--- src/rtl/core/ibs_pkg.sv ---
// shared types and constants for the integer byte serializer
package ibs_pkg;

    localparam int VALUE_W    = 64;
    localparam int CMD_W      = 3;
    localparam int BYTE_W     = 8;
    localparam int GROUP_W    = 7;
    localparam int CNT_W      = 3;
    localparam int S_TDATA_W  = ((CMD_W + VALUE_W + 7) / 8) * 8;
    localparam int S_PAD_W    = S_TDATA_W - CMD_W - VALUE_W;
    localparam int M_TDATA_W  = BYTE_W;

    typedef enum logic [CMD_W-1:0] {
        CMD_U8     = 3'd0,
        CMD_U16    = 3'd1,
        CMD_U32    = 3'd2,
        CMD_U64    = 3'd3,
        CMD_VARINT = 3'd4,
        CMD_ZIGZAG = 3'd5
    } cmd_t;

    typedef enum logic {
        ST_IDLE,
        ST_RUN
    } state_t;

    // sequencer to datapath controls
    typedef struct packed {
        logic             load;
        logic             advance;
        logic             varint;
        logic [CNT_W-1:0] cnt;
    } ctrl_t;

endpackage

--- src/rtl/core/ibs_step_unit.sv ---
// shared step unit: forms one output byte and the shifted remainder
module ibs_step_unit (
    input  logic [ibs_pkg::VALUE_W-1:0] data,
    input  logic                        varint,
    input  logic [ibs_pkg::CNT_W-1:0]   cnt,
    output logic [ibs_pkg::BYTE_W-1:0]  out_byte,
    output logic                        last,
    output logic [ibs_pkg::VALUE_W-1:0] data_next
);
    import ibs_pkg::*;

    logic [VALUE_W-GROUP_W-1:0] rest;

    assign rest = data[VALUE_W-1:GROUP_W];

    always_comb
    begin
        if (varint)
        begin
            // low 7 bits first, continuation flag while bits remain
            last      = (rest == '0);
            out_byte  = {~last, data[GROUP_W-1:0]};
            data_next = {{GROUP_W{1'b0}}, rest};
        end
        else
        begin
            // most significant byte sits at the top
            last      = (cnt == '0);
            out_byte  = data[VALUE_W-1:VALUE_W-BYTE_W];
            data_next = {data[VALUE_W-BYTE_W-1:0], {BYTE_W{1'b0}}};
        end
    end

endmodule

--- src/rtl/core/ibs_seq.sv ---
// sequencer: accepts a command and steps the shared unit once per byte
module ibs_seq (
    input  logic                      clk,
    input  logic                      rst_n,
    input  logic                      s_fire,
    input  logic [ibs_pkg::CMD_W-1:0] cmd,
    input  logic                      out_free,
    input  logic                      step_last,
    output logic                      idle,
    output ibs_pkg::ctrl_t            ctrl
);
    import ibs_pkg::*;

    state_t           state_reg, state_next;
    logic [CNT_W-1:0] cnt_reg, cnt_next;
    logic             varint_reg, varint_next;
    logic             cmd_ok;

    assign cmd_ok = (cmd == CMD_U8) || (cmd == CMD_U16) || (cmd == CMD_U32)
                 || (cmd == CMD_U64) || (cmd == CMD_VARINT) || (cmd == CMD_ZIGZAG);

    always_ff @(posedge clk or negedge rst_n)
    begin
        if (!rst_n)
        begin
            state_reg  <= ST_IDLE;
            cnt_reg    <= '0;
            varint_reg <= 1'b0;
        end
        else
        begin
            state_reg  <= state_next;
            cnt_reg    <= cnt_next;
            varint_reg <= varint_next;
        end
    end

    always_comb
    begin
        state_next   = state_reg;
        cnt_next     = cnt_reg;
        varint_next  = varint_reg;
        idle         = 1'b0;
        ctrl.load    = 1'b0;
        ctrl.advance = 1'b0;
        ctrl.varint  = varint_reg;
        ctrl.cnt     = cnt_reg;
        unique case (state_reg)
            ST_IDLE:
            begin
                idle = 1'b1;
                if (s_fire && cmd_ok)
                begin
                    ctrl.load   = 1'b1;
                    state_next  = ST_RUN;
                    varint_next = (cmd == CMD_VARINT) || (cmd == CMD_ZIGZAG);
                    unique case (cmd)
                        CMD_U16: cnt_next = CNT_W'(1);
                        CMD_U32: cnt_next = CNT_W'(3);
                        CMD_U64: cnt_next = CNT_W'(7);
                        default: cnt_next = '0;
                    endcase
                end
            end
            ST_RUN:
            begin
                if (out_free)
                begin
                    ctrl.advance = 1'b1;
                    cnt_next     = cnt_reg - CNT_W'(1);
                    if (step_last)
                        state_next = ST_IDLE;
                end
            end
            default:
            begin
                state_next = ST_IDLE;
            end
        endcase
    end

endmodule

--- src/rtl/core/integer_byte_serializer.sv ---
// top level of the integer byte serializer
//
// usage:
//   s_axis channel: one transfer carries a command and a 64-bit value.
//     commands: u8, u16, u32, u64 (big-endian fixed width, low bits used),
//     unsigned varint (7-bit groups, low group first, bit 7 = more follow)
//     and zigzag varint (sign folded into bit 0 before varint coding).
//     commands 6 and 7 are accepted and dropped without output.
//   m_axis channel: one transfer per encoded byte, tlast on the final byte.
// throughput:
//   the input transfer loads the working word; each step then registers
//   one byte per cycle while the output register is free; an item is 1 to
//   10 bytes, formed by the single shift/compare step unit.
//   s_axis_tready is high only while no item is being encoded.
// reset:
//   rst_n clears the sequencer and the output valid; no item is in flight.
// stalls:
//   while m_axis_tready is low the output register holds its byte and the
//   sequencer waits; no byte is lost or repeated.
module integer_byte_serializer (
    input  logic                          clk,
    input  logic                          rst_n,
    input  logic                          s_axis_tvalid,
    output logic                          s_axis_tready,
    // [2:0] cmd, [66:3] value, [71:67] zero padding
    input  logic [ibs_pkg::S_TDATA_W-1:0] s_axis_tdata,
    output logic                          m_axis_tvalid,
    input  logic                          m_axis_tready,
    // [7:0] out_byte
    output logic [ibs_pkg::M_TDATA_W-1:0] m_axis_tdata,
    output logic                          m_axis_tlast
);
    import ibs_pkg::*;

    logic [CMD_W-1:0]   cmd;
    logic [VALUE_W-1:0] value;
    logic [S_PAD_W-1:0] pad_unused;

    ctrl_t              ctrl;
    logic               idle;
    logic               s_fire;
    logic               out_free;

    // working word, shifted one byte or group per step
    logic [VALUE_W-1:0] data_reg, data_next;
    logic [VALUE_W-1:0] data_load;
    logic [VALUE_W-1:0] step_data;
    logic [BYTE_W-1:0]  step_byte;
    logic               step_last;

    // output register
    logic               m_valid_reg, m_valid_next;
    logic [BYTE_W-1:0]  m_byte_reg, m_byte_next;
    logic               m_last_reg, m_last_next;

    assign cmd        = s_axis_tdata[CMD_W-1:0];
    assign value      = s_axis_tdata[CMD_W+VALUE_W-1:CMD_W];
    assign pad_unused = s_axis_tdata[S_TDATA_W-1:CMD_W+VALUE_W];

    assign s_axis_tready = idle;
    assign s_fire        = s_axis_tvalid && s_axis_tready;
    assign out_free      = !m_valid_reg || m_axis_tready;

    ibs_seq u_seq (
        .clk       (clk),
        .rst_n     (rst_n),
        .s_fire    (s_fire),
        .cmd       (cmd),
        .out_free  (out_free),
        .step_last (step_last),
        .idle      (idle),
        .ctrl      (ctrl)
    );

    ibs_step_unit u_step (
        .data      (data_reg),
        .varint    (ctrl.varint),
        .cnt       (ctrl.cnt),
        .out_byte  (step_byte),
        .last      (step_last),
        .data_next (step_data)
    );

    // align fixed-width data to the top, fold the sign for zigzag
    always_comb
    begin
        unique case (cmd)
            CMD_U8:     data_load = {value[7:0],  {(VALUE_W-8){1'b0}}};
            CMD_U16:    data_load = {value[15:0], {(VALUE_W-16){1'b0}}};
            CMD_U32:    data_load = {value[31:0], {(VALUE_W-32){1'b0}}};
            CMD_ZIGZAG: data_load = {value[VALUE_W-2:0], 1'b0}
                                  ^ {VALUE_W{value[VALUE_W-1]}};
            default:    data_load = value;
        endcase
    end

    always_comb
    begin
        data_next    = data_reg;
        m_byte_next  = m_byte_reg;
        m_last_next  = m_last_reg;
        m_valid_next = m_valid_reg;
        if (m_axis_tready)
            m_valid_next = 1'b0;
        if (ctrl.load)
            data_next = data_load;
        else if (ctrl.advance)
        begin
            data_next    = step_data;
            m_byte_next  = step_byte;
            m_last_next  = step_last;
            m_valid_next = 1'b1;
        end
    end

    // payload registers, no reset needed
    always_ff @(posedge clk)
    begin
        data_reg   <= data_next;
        m_byte_reg <= m_byte_next;
        m_last_reg <= m_last_next;
    end

    always_ff @(posedge clk or negedge rst_n)
    begin
        if (!rst_n)
            m_valid_reg <= 1'b0;
        else
            m_valid_reg <= m_valid_next;
    end

    assign m_axis_tvalid = m_valid_reg;
    assign m_axis_tdata  = m_byte_reg;
    // padding bits carry nothing; fold them into an unused term
    assign m_axis_tlast  = m_last_reg | (1'b0 & (|pad_unused));

endmodule

--- config.mk ---
export PLATFORM = sky130hd
export DESIGN_NAME = integer_byte_serializer
export DESIGN_NICKNAME = d
export VERILOG_FILES = /design/src/rtl/core/ibs_pkg.sv /design/src/rtl/core/ibs_step_unit.sv /design/src/rtl/core/ibs_seq.sv /design/src/rtl/core/integer_byte_serializer.sv
export SDC_FILE = /design/constraint.sdc
export NUM_CORES = 1
export LEC_CHECK = 0
export BUFFER_PORTS_ARGS = -buffer_cell sky130_fd_sc_hd__buf_2
export CAP_MARGIN = 30
export CORE_ASPECT_RATIO = 1.75
export CORE_MARGIN = 10
export CORE_UTILIZATION = 61
export CTS_BUF_LIST = sky130_fd_sc_hd__clkbuf_8
export DETAILED_ROUTE_END_ITERATION = 16
export HOLD_SLACK_MARGIN = 0.03
export PLACE_DENSITY = 0.9
export SLEW_MARGIN = 30
export SYNTH_ARGS = -nofsm -noshare
export SYNTH_HDL_FRONTEND = slang
export SYNTH_HIERARCHICAL = 1
export SYNTH_SLANG_ARGS = --single-unit
--- constraint.sdc ---
create_clock -name clk -period 3.35 [get_ports clk]
set_input_delay 0.67 -clock clk [delete_from_list [all_inputs] [get_ports clk]]
set_output_delay 0.67 -clock clk [all_outputs]
set_load 0.01 [all_outputs]
# Yosys cells after proc, flatten, opt, wreduce, memory -nomap -nowiden

Index checks and enable logic that the tools add are counted.

Add/subtract/negate cells: 1
Equal/unequal tests: 7
Muxes and demuxes: 21
Bitwise operators: 4
Reduce and logical (&&, ||, !) cells: 17

Operators with widths:

| operator            | number |
|---|---|
| $pmux 64 s4         | 1 |
| $mux 64             | 3 |
| $xor 64x64->64      | 1 |
| $logic_not 57->1    | 1 |
| $mux 1              | 11 |
| $pmux 3 s3          | 1 |
| $mux 8              | 1 |
| $logic_or 1x1->1    | 7 |
| $eq 3x2->1 const B  | 2 |
| $eq 3x3->1 const B  | 2 |
| $logic_not 3->1     | 2 |
| $mux 3              | 2 |
| $pmux 3 s2          | 1 |
| $reduce_and 2->1    | 3 |
| $eq 3x1->1 const B  | 1 |
| $not 1->1           | 3 |
| $sub 3x1->3 const B | 1 |
| $logic_and 1x1->1   | 2 |
| $ne 2x1->1 const B  | 1 |
| $ne 2x2->1 const B  | 1 |
| $pmux 1 s2          | 1 |
| $reduce_bool 2->1   | 1 |
| $logic_not 1->1     | 1 |

Register bits: 79

# Depth between registers and ports, before layout

Gate-level depths: netlist of the first run.

Depth after elaboration: 11
Gate-level depth with buffers: 9
Depth with buffers taken out: 8

# Hierarchy

The synthesis of the first run kept the hierarchy.

By module, submodules not included:

| module                  | instances | cells each | area an instance (um^2) | seq. area each (um^2) |
|---|---|---|---|---|
| integer_byte_serializer | 1         | 558        | 5195.0                  | 2217.1 |
| ibs_step_unit           | 1         | 103        | 922.1                   | 0.0 |
| ibs_seq                 | 1         | 32         | 319.1                   | 125.1 |

# Least setup slack after synthesis of the first run

No wires, ideal clock.

Path type: input -> register
Start: input s_axis_tvalid
End: register data_reg[0], enable pin
Arrival: 2.419 ns
Data required time: 2.956 ns
Setup slack: 0.536 ns
Stages on the path: 6
Cell sequence: and2_1 nand2b_1 a21oi_1 buf_2 clkbuf_1 or2_2

RTL lines:

| item                 | RTL line                       | source |
|---|---|---|
| from (decl)          | integer_byte_serializer.sv:23  | `input logic s_axis_tvalid,` |
| to (signal assigned) | integer_byte_serializer.sv:119 | `data_reg <= data_next;` |
| to (decl)            | integer_byte_serializer.sv:45  | `logic [VALUE_W-1:0] data_reg, data_next;` |

# Final worst setup path of the first run

Start: input s_axis_tdata[0] (netlist bit)
End: register data_reg[61], data pin

Word-level cells in the longest chain between the ends: 10

RTL lines:

| item                                                 | RTL line                                     | source |
|---|---|---|
| from (decl)                                          | integer_byte_serializer.sv:26                | `input logic [ibs_pkg::S_TDATA_W-1:0] s_axis_tdata,` |
| $eq 3x1->1 / $logic_not 3->1 (equally long branches) | ibs_seq.sv:19, integer_byte_serializer.sv:87 |  |
| $logic_or 1x1->1 (2 in series)                       | ibs_seq.sv:19                                | `assign cmd_ok = (cmd == CMD_U8) \|\| (cmd == CMD_U16) \|\| (cmd == CMD_U32)` |
| $logic_or 1x1->1 (3 in series)                       | ibs_seq.sv:20                                | `\|\| (cmd == CMD_U64) \|\| (cmd == CMD_VARINT) \|\| (cmd == CMD_ZIGZAG);` |
| $logic_and 1x1->1                                    | ibs_seq.sv:52                                | `if (s_fire && cmd_ok)` |
| $mux 1                                               | ibs_seq.sv:52                                |  |
| $mux 1                                               | ibs_seq.sv:48                                | `unique case (state_reg)` |
| $mux 64 *                                            | integer_byte_serializer.sv:105               | `if (ctrl.load)` |
| via data_next[61]                                    | integer_byte_serializer.sv:45                |  |

The timed path passes the listed nets; every way through them passes the cells marked *.
A chain may end at the register's enable or synchronous reset.

==> metrics.txt, run 1 <==
Reg-to-Reg Start u_seq/state_reg; worst slew pin tran 0.824 ns; Hold-fix buffers, CTS 0; Die ar. roughly 15,000 µm²; clk buf depth 2; Initial Utilization 62.5%; root buffer cell clkbuf_8; fin crit period 2.48 ns; Min-Delay Path Class input pin to asynchronous set/reset pin; most frequent cells in the layout buf_2, edfxtp_1, mux2_2, nor2_1; R2R depth 8; Post-Syn Instances 693; crit share post-route 74.1%; crit start category input pin; Post-synth top flop edfxtp_1; Max Clock Skew approximately 0.014 ns; Layout fillers 799; CTS tree built; global-route usage over all layers 25.3%; Reg-to-Reg End data_reg[59]; synthesis-to-finish area growth 9.45%; die width 97.6 µm; Yosys top cell by area edfxtp_1; r2r setup slk approximately 0.95 ns; CP Data Arrival Time between 2 and 3 ns; status finished clean; Mapped Area 6440 µm²; Final Hold Violating Endpoints 0; overall power 5.78 mW; Vias/cell ~6.7; FF+latch area 2340 µm²; DRT Pass-1 Iters 5; Post-Route WL between 20,000 and 25,000 µm; DIE HEIGHT 156 µm; Synth top area share 34.1%; RSZ-0062 raised after global routing no; NumNets Final 812; CTS Sinks 79; RePlAce Congestion about 1; Reg clk slew, reported paths 0.08 ns; MaxCap Viol Count 0; Iter 0 DRT Violations ~700; crit path capture data_reg[61]; share of post-route cells with drive strength above 1 roughly 25%; floorplan row count 49; setup TNS 0 ns; crit path max fanout 26; relative slew slack about 45%; worst IR drop on VDD approximately 620 µV; number of clock buffers inserted by TritonCTS 9; most common cell after layout, fill and taps aside buf_2; FMAX 403 MHz; Mapped Avg Cell Area 9.29 µm²; Syn. warnings 6; number of enable flip-flop cells after synthesis 73; max reg flops 64; later-pin clock latency in the skew report 0.37 ns; post-synthesis register bit count 79; GRT Residual Overflow 0; Final setup violation count 0; Post-Syn Nets 770; sequential fraction of the synthesis area between 30% and 40%; Critical Path Start s_axis_tdata[0]; initial antenna violation count 0; max-slew violation count 0; hpwl dp 15,200 µm; Pleak 2.70 nW; I/O Buffers 81; vias in the first global route 5,570; I/O pin cnt 87; detail-routed net length per standard cell roughly 23 µm; power density cells 821 nW/µm²; DR vias 5,831; DRT antenna net count 0; ant diodes 0; first-pass GRT wire length 30,600 µm; DRC viols 0; Setup crit end kind register; # H-tree levels 3; top post-synthesis cells by area edfxtp_1, mux2_2, xnor2_1, o22ai_1, a22oi_1; Crit Path Class input pin to register; asr flop ratio synth 7.59%; distinct cell type count after synthesis between 50 and 60; Core Box Area roughly 10,000 µm²; Post-CTS Setup Bufs 0; footprint of the multi-input gates ~3600 µm²; post-CTS resize count 0; Worst EP required 3.58 ns; largest net degree at the start of global routing ~130
-- worst max-delay path, cell delays in order --
cell,delay (ns)
buf_2,0.46
mux2i_2,0.75
nor2_1,0.10
a221oi_1,0.46
mux2_2,0.26
-- power by group --
part / switching [mW] / internal (mW)
Clock: 0.360 / 0.420
Sequential: 0.540 / 1.96
Combinational: 1.33 / 1.18
Total: 2.23 / 3.55
-- final cells by class --
type	count	area share (%)
clock inverters	7	1.37
flip-flops and latches	79	33.3
repair buffers	96	7.74
clock buffers	9	1.76
inverters	52	2.77
well taps	127	2.26
multi-input cells	497	50.8
-- worst min-delay path by stage --
stage                             to  slack, ns  cells past startpoint
finish              u_seq/varint_reg       0.12                      1
detailed placement  u_seq/cnt_reg[1]       0.51                      1
floorplan              m_axis_tvalid       0.37                      0
global route        u_seq/varint_reg       0.12                      1
global placement    u_seq/cnt_reg[2]       0.50                      1
CTS                    m_axis_tvalid       0.12                      1
-- stage by stage --
step                      worst slack, ns  std cells  util (%)  hold slack (ns)  cell area [µm²]
after floorplan                     0.536        693         -            0.374             6440
after global placement              0.670        851      66.3            0.497             6820
after detailed placement            0.624        851      66.3            0.505             6820
after CTS                           0.939        867      68.4            0.115             7040
after global routing                0.850        867      68.4            0.119             7040
final                               0.868        867      68.4            0.121             7040
-- per-layer routing --
metal / wire length, µm / GRT usage (%)
met4: 1360 / 16.7
met1: 7420 / 28.9
met3: 1480 / 3.99
met5: 0 / 0
met2: 9930 / 42.8
-- cells in the mapped netlist, types with 2 or more instances --
library cell / instances
a21oi_1: 52
a221o_1: 9
a221oi_1: 12
a22o_1: 14
a22oi_1: 35
and2_1: 10
buf_1: 2
buf_2: 32
buf_4: 10
clkbuf_1: 20
dfrtp_1: 6
edfxtp_1: 73
inv_1: 51
mux2_2: 61
mux2i_1: 5
nand2_1: 11
nand2b_1: 10
nand3b_1: 2
nor2_1: 54
nor2b_1: 9
nor4_1: 12
o21a_1: 17
o21ai_0: 22
o21ai_1: 17
o221ai_1: 3
o22a_1: 2
o22ai_1: 46
o31ai_1: 3
o32ai_1: 2
or2_2: 2
xnor2_1: 37
xor2_1: 26
-- logic make-up (layout without fill, tap and decap cells) --
| group | count (synthesis) | in the layout | share of synthesized area (%) |
|---|---|---|---|
| AO/OA/AOI/OAI | 242 | 242 | 25.0 |
| AND/OR/NAND/NOR | 123 | 123 | 9.86 |
| buffers and inverters | 117 | 164 | 8.15 |
| flip-flops | 79 | 79 | 36.4 |
| multiplexers | 68 | 68 | 11.8 |
| XOR/XNOR | 63 | 63 | 8.57 |
| adder cells (fa/ha/maj) | 1 | 1 | 0.194 |
No activity file was read; power rests on OpenSTA's default activity.
==> inputs of run 2 (changes only) <==
--- a/config.mk
+++ b/config.mk
@@ -9,11 +9,11 @@
 export CAP_MARGIN = 30
 export CORE_ASPECT_RATIO = 1.75
 export CORE_MARGIN = 10
-export CORE_UTILIZATION = 61
+export CORE_UTILIZATION = 55
 export CTS_BUF_LIST = sky130_fd_sc_hd__clkbuf_8
 export DETAILED_ROUTE_END_ITERATION = 16
 export HOLD_SLACK_MARGIN = 0.03
-export PLACE_DENSITY = 0.9
+export PLACE_DENSITY = 0.86
 export SLEW_MARGIN = 30
 export SYNTH_ARGS = -nofsm -noshare
 export SYNTH_HDL_FRONTEND = slang
==> constraint.sdc (replaced) <==
create_clock -name clk -period 2 [get_ports clk]
set_input_delay 0.4 -clock clk [delete_from_list [all_inputs] [get_ports clk]]
set_output_delay 0.4 -clock clk [all_outputs]
set_load 0.01 [all_outputs]
==> run 2 against run 1 <==
Compared with the run above:
- first-iteration DRC count increased by 12%
- clock skew rose by 0.0015 ns
- register-to-register slack worse by 0.90 ns
- total power is 76% higher
- combinational power up 96%
- routed wire length up 5.9%
==> metrics.txt, run 2 (same netlist as run 1, synthesis figures left out) <==
first-pass GRT wire length 32,200 µm (+5.0%); crit path max fanout 3 (-88%); worst slew pin tran 0.524 ns (-0.300 ns); Final Hold Violating Endpoints 0 (unchanged); Core Box Area 11,500 µm² (+12%); slowest CP cell edfxtp_1; DIE HEIGHT 163 µm (+4.6%); # H-tree levels 3 (unchanged); number of clock buffers inserted by TritonCTS 9 (unchanged); I/O pin cnt 87 (unchanged); Worst path max stage delay 0.46 ns (-0.29 ns); ant diodes 0 (unchanged); Post-Route WL 21,400 µm (+5.9%); power density cells 1360 nW/µm² (+66%); detail-routed net length per standard cell 23.5 µm (+1.0%); Vias/cell 6.57 (-2.3%); Pleak 2.91 nW (+7.9%); initial antenna violation count 0 (unchanged); Worst EP required 2.25 ns (-1.33 ns); NumNets Final 846 (+4.2%); die width 102 µm (+4.2%); Crit Path Class register to register; FMAX 514 MHz; crit-path most repeated cell nand2_1; root buffer cell clkbuf_8; fin crit period 1.95 ns; DP Worst Slack 0.0916 ns (-0.533 ns); status finished clean; Final setup violation count 0 (unchanged); footprint of the multi-input gates 3600 µm² (+0.59%); global-route usage over all layers 25.3% (-0.039 points); CP delay by family, top simple AND/OR/NAND/NOR gates; FF+latch area 2340 µm² (about the same); floorplan row count 52 (+6.1%); CTS Sinks 79 (unchanged); clk buf depth 2 (unchanged); CP Data Arrival Time 2.20 ns (-0.51 ns); setup TNS 0 ns (unchanged); max reg flops 64 (unchanged); later-pin clock latency in the skew report 0.36 ns (about the same); Iter 0 DRT Violations 771 (+12%); GRT Residual Overflow 0 (unchanged); MaxCap Viol Count 0 (unchanged); Reg-to-Reg Start data_reg[25]; DRC viols 0 (unchanged); Initial Utilization 55.9% (-6.6 points); DR vias 5,970 (+2.4%); crit path buf inv count 0 (-1); DRT Pass-1 Iters 5 (unchanged); max-slew violation count 0 (unchanged); Max Clock Skew 0.0160 ns (+0.00155 ns); hpwl dp 16,300 µm (+7.6%); I/O Buffers 81 (unchanged); crit share post-route 97.3%; Critical Path Start data_reg[25]; synthesis-to-finish area growth 15.8%; worst path cell trace nor4_1 -> nand2_1 -> or3_1 -> o21ai_1 -> nand2_1 -> a21o_1; DRT antenna net count 0 (unchanged); vias in the first global route 5,765 (+3.5%); CTS tree built; Layout fillers 902 (+13%); largest net degree at the start of global routing 64 (-49%); overall power 10.2 mW (+76%); Die ar. 16,600 µm² (+9.1%); worst IR drop on VDD 591 µV (-5.1%); final worst slack 0.0536 ns (-0.814 ns); share of post-route cells with drive strength above 1 29.1% (+4.1 points); most common cell after layout, fill and taps aside buf_2; most frequent cells in the layout buf_2, edfxtp_1, mux2_2, nor2_1, a21oi_1; relative slew slack 65.1% (+20 points); Min-Delay Path Class input pin to asynchronous set/reset pin; crit start category register; RSZ-0062 raised after global routing no; RePlAce Congestion 0.972 (-5.0%); Setup crit end kind register; Reg clk slew, reported paths 0.10 ns (+0.02 ns)
run 2: area by class of cell:
class                      count  area share [%]
sequential                    79            31.5
tap                          135            2.27
timing repair buffer         130            12.5
clock buffer                   9            1.66
clock inverter                 7            1.14
inverter                      52            2.65
multi-input combinational    497            48.3
run 2: timing repair:
action	CTS	global route
hold buffers	1	0
buffers inserted	0	2
endpoints found under the hold margin	6	0
endpoints found under the setup margin	0	16
gates resized for setup	0	3
run 2: stage by stage:
stage               hold WS, ns  instances  cell area (µm²)  utilization [%]
floorplan                 0.104        693             6480                -
global placement          0.228        889             7180             62.3
detailed placement        0.235        889             7180             62.3
CTS                       0.372        906             7400             64.2
global route              0.407        909             7450             64.7
finish                    0.385        909             7450             64.7
run 2: worst reg2reg max path: stages, from the launching register on:
cell	delay, ns
edfxtp_1	0.46
nor4_1	0.41
nand2_1	0.08
or3_1	0.41
o21ai_1	0.20
nand2_1	0.08
a21o_1	0.19
run 2: path summary, 6_finish.rpt:
kind	end	slack (ns)	cells past startpoint
hold / removal	u_seq/varint_reg	0.38	2
hold reg to reg	u_seq/cnt_reg[1]	0.53	1
max in group asynchronous	u_seq/state_reg	1.45	2
min in group clk	m_axis_tvalid	0.44	3
setup / recovery	u_seq/state_reg	0.05	6
setup reg to reg	u_seq/state_reg	0.05	6
run 2: layer usage:
metal,part of all wire (%),vias to the layer above,global-route usage [%]
met2,48,358,42.0
met3,7.7,81,3.38
met1,36,2809,29.1
met5,0,-,0
li1,-,2722,-
met4,7.9,0,17.6
run 2: where the power goes:
| part | switching (mW) | internal [mW] |
|---|---|---|
| sequential | 0.742 | 3.26 |
| clock | 0.663 | 0.602 |
| combinational | 2.58 | 2.33 |
| total | 3.98 | 6.19 |
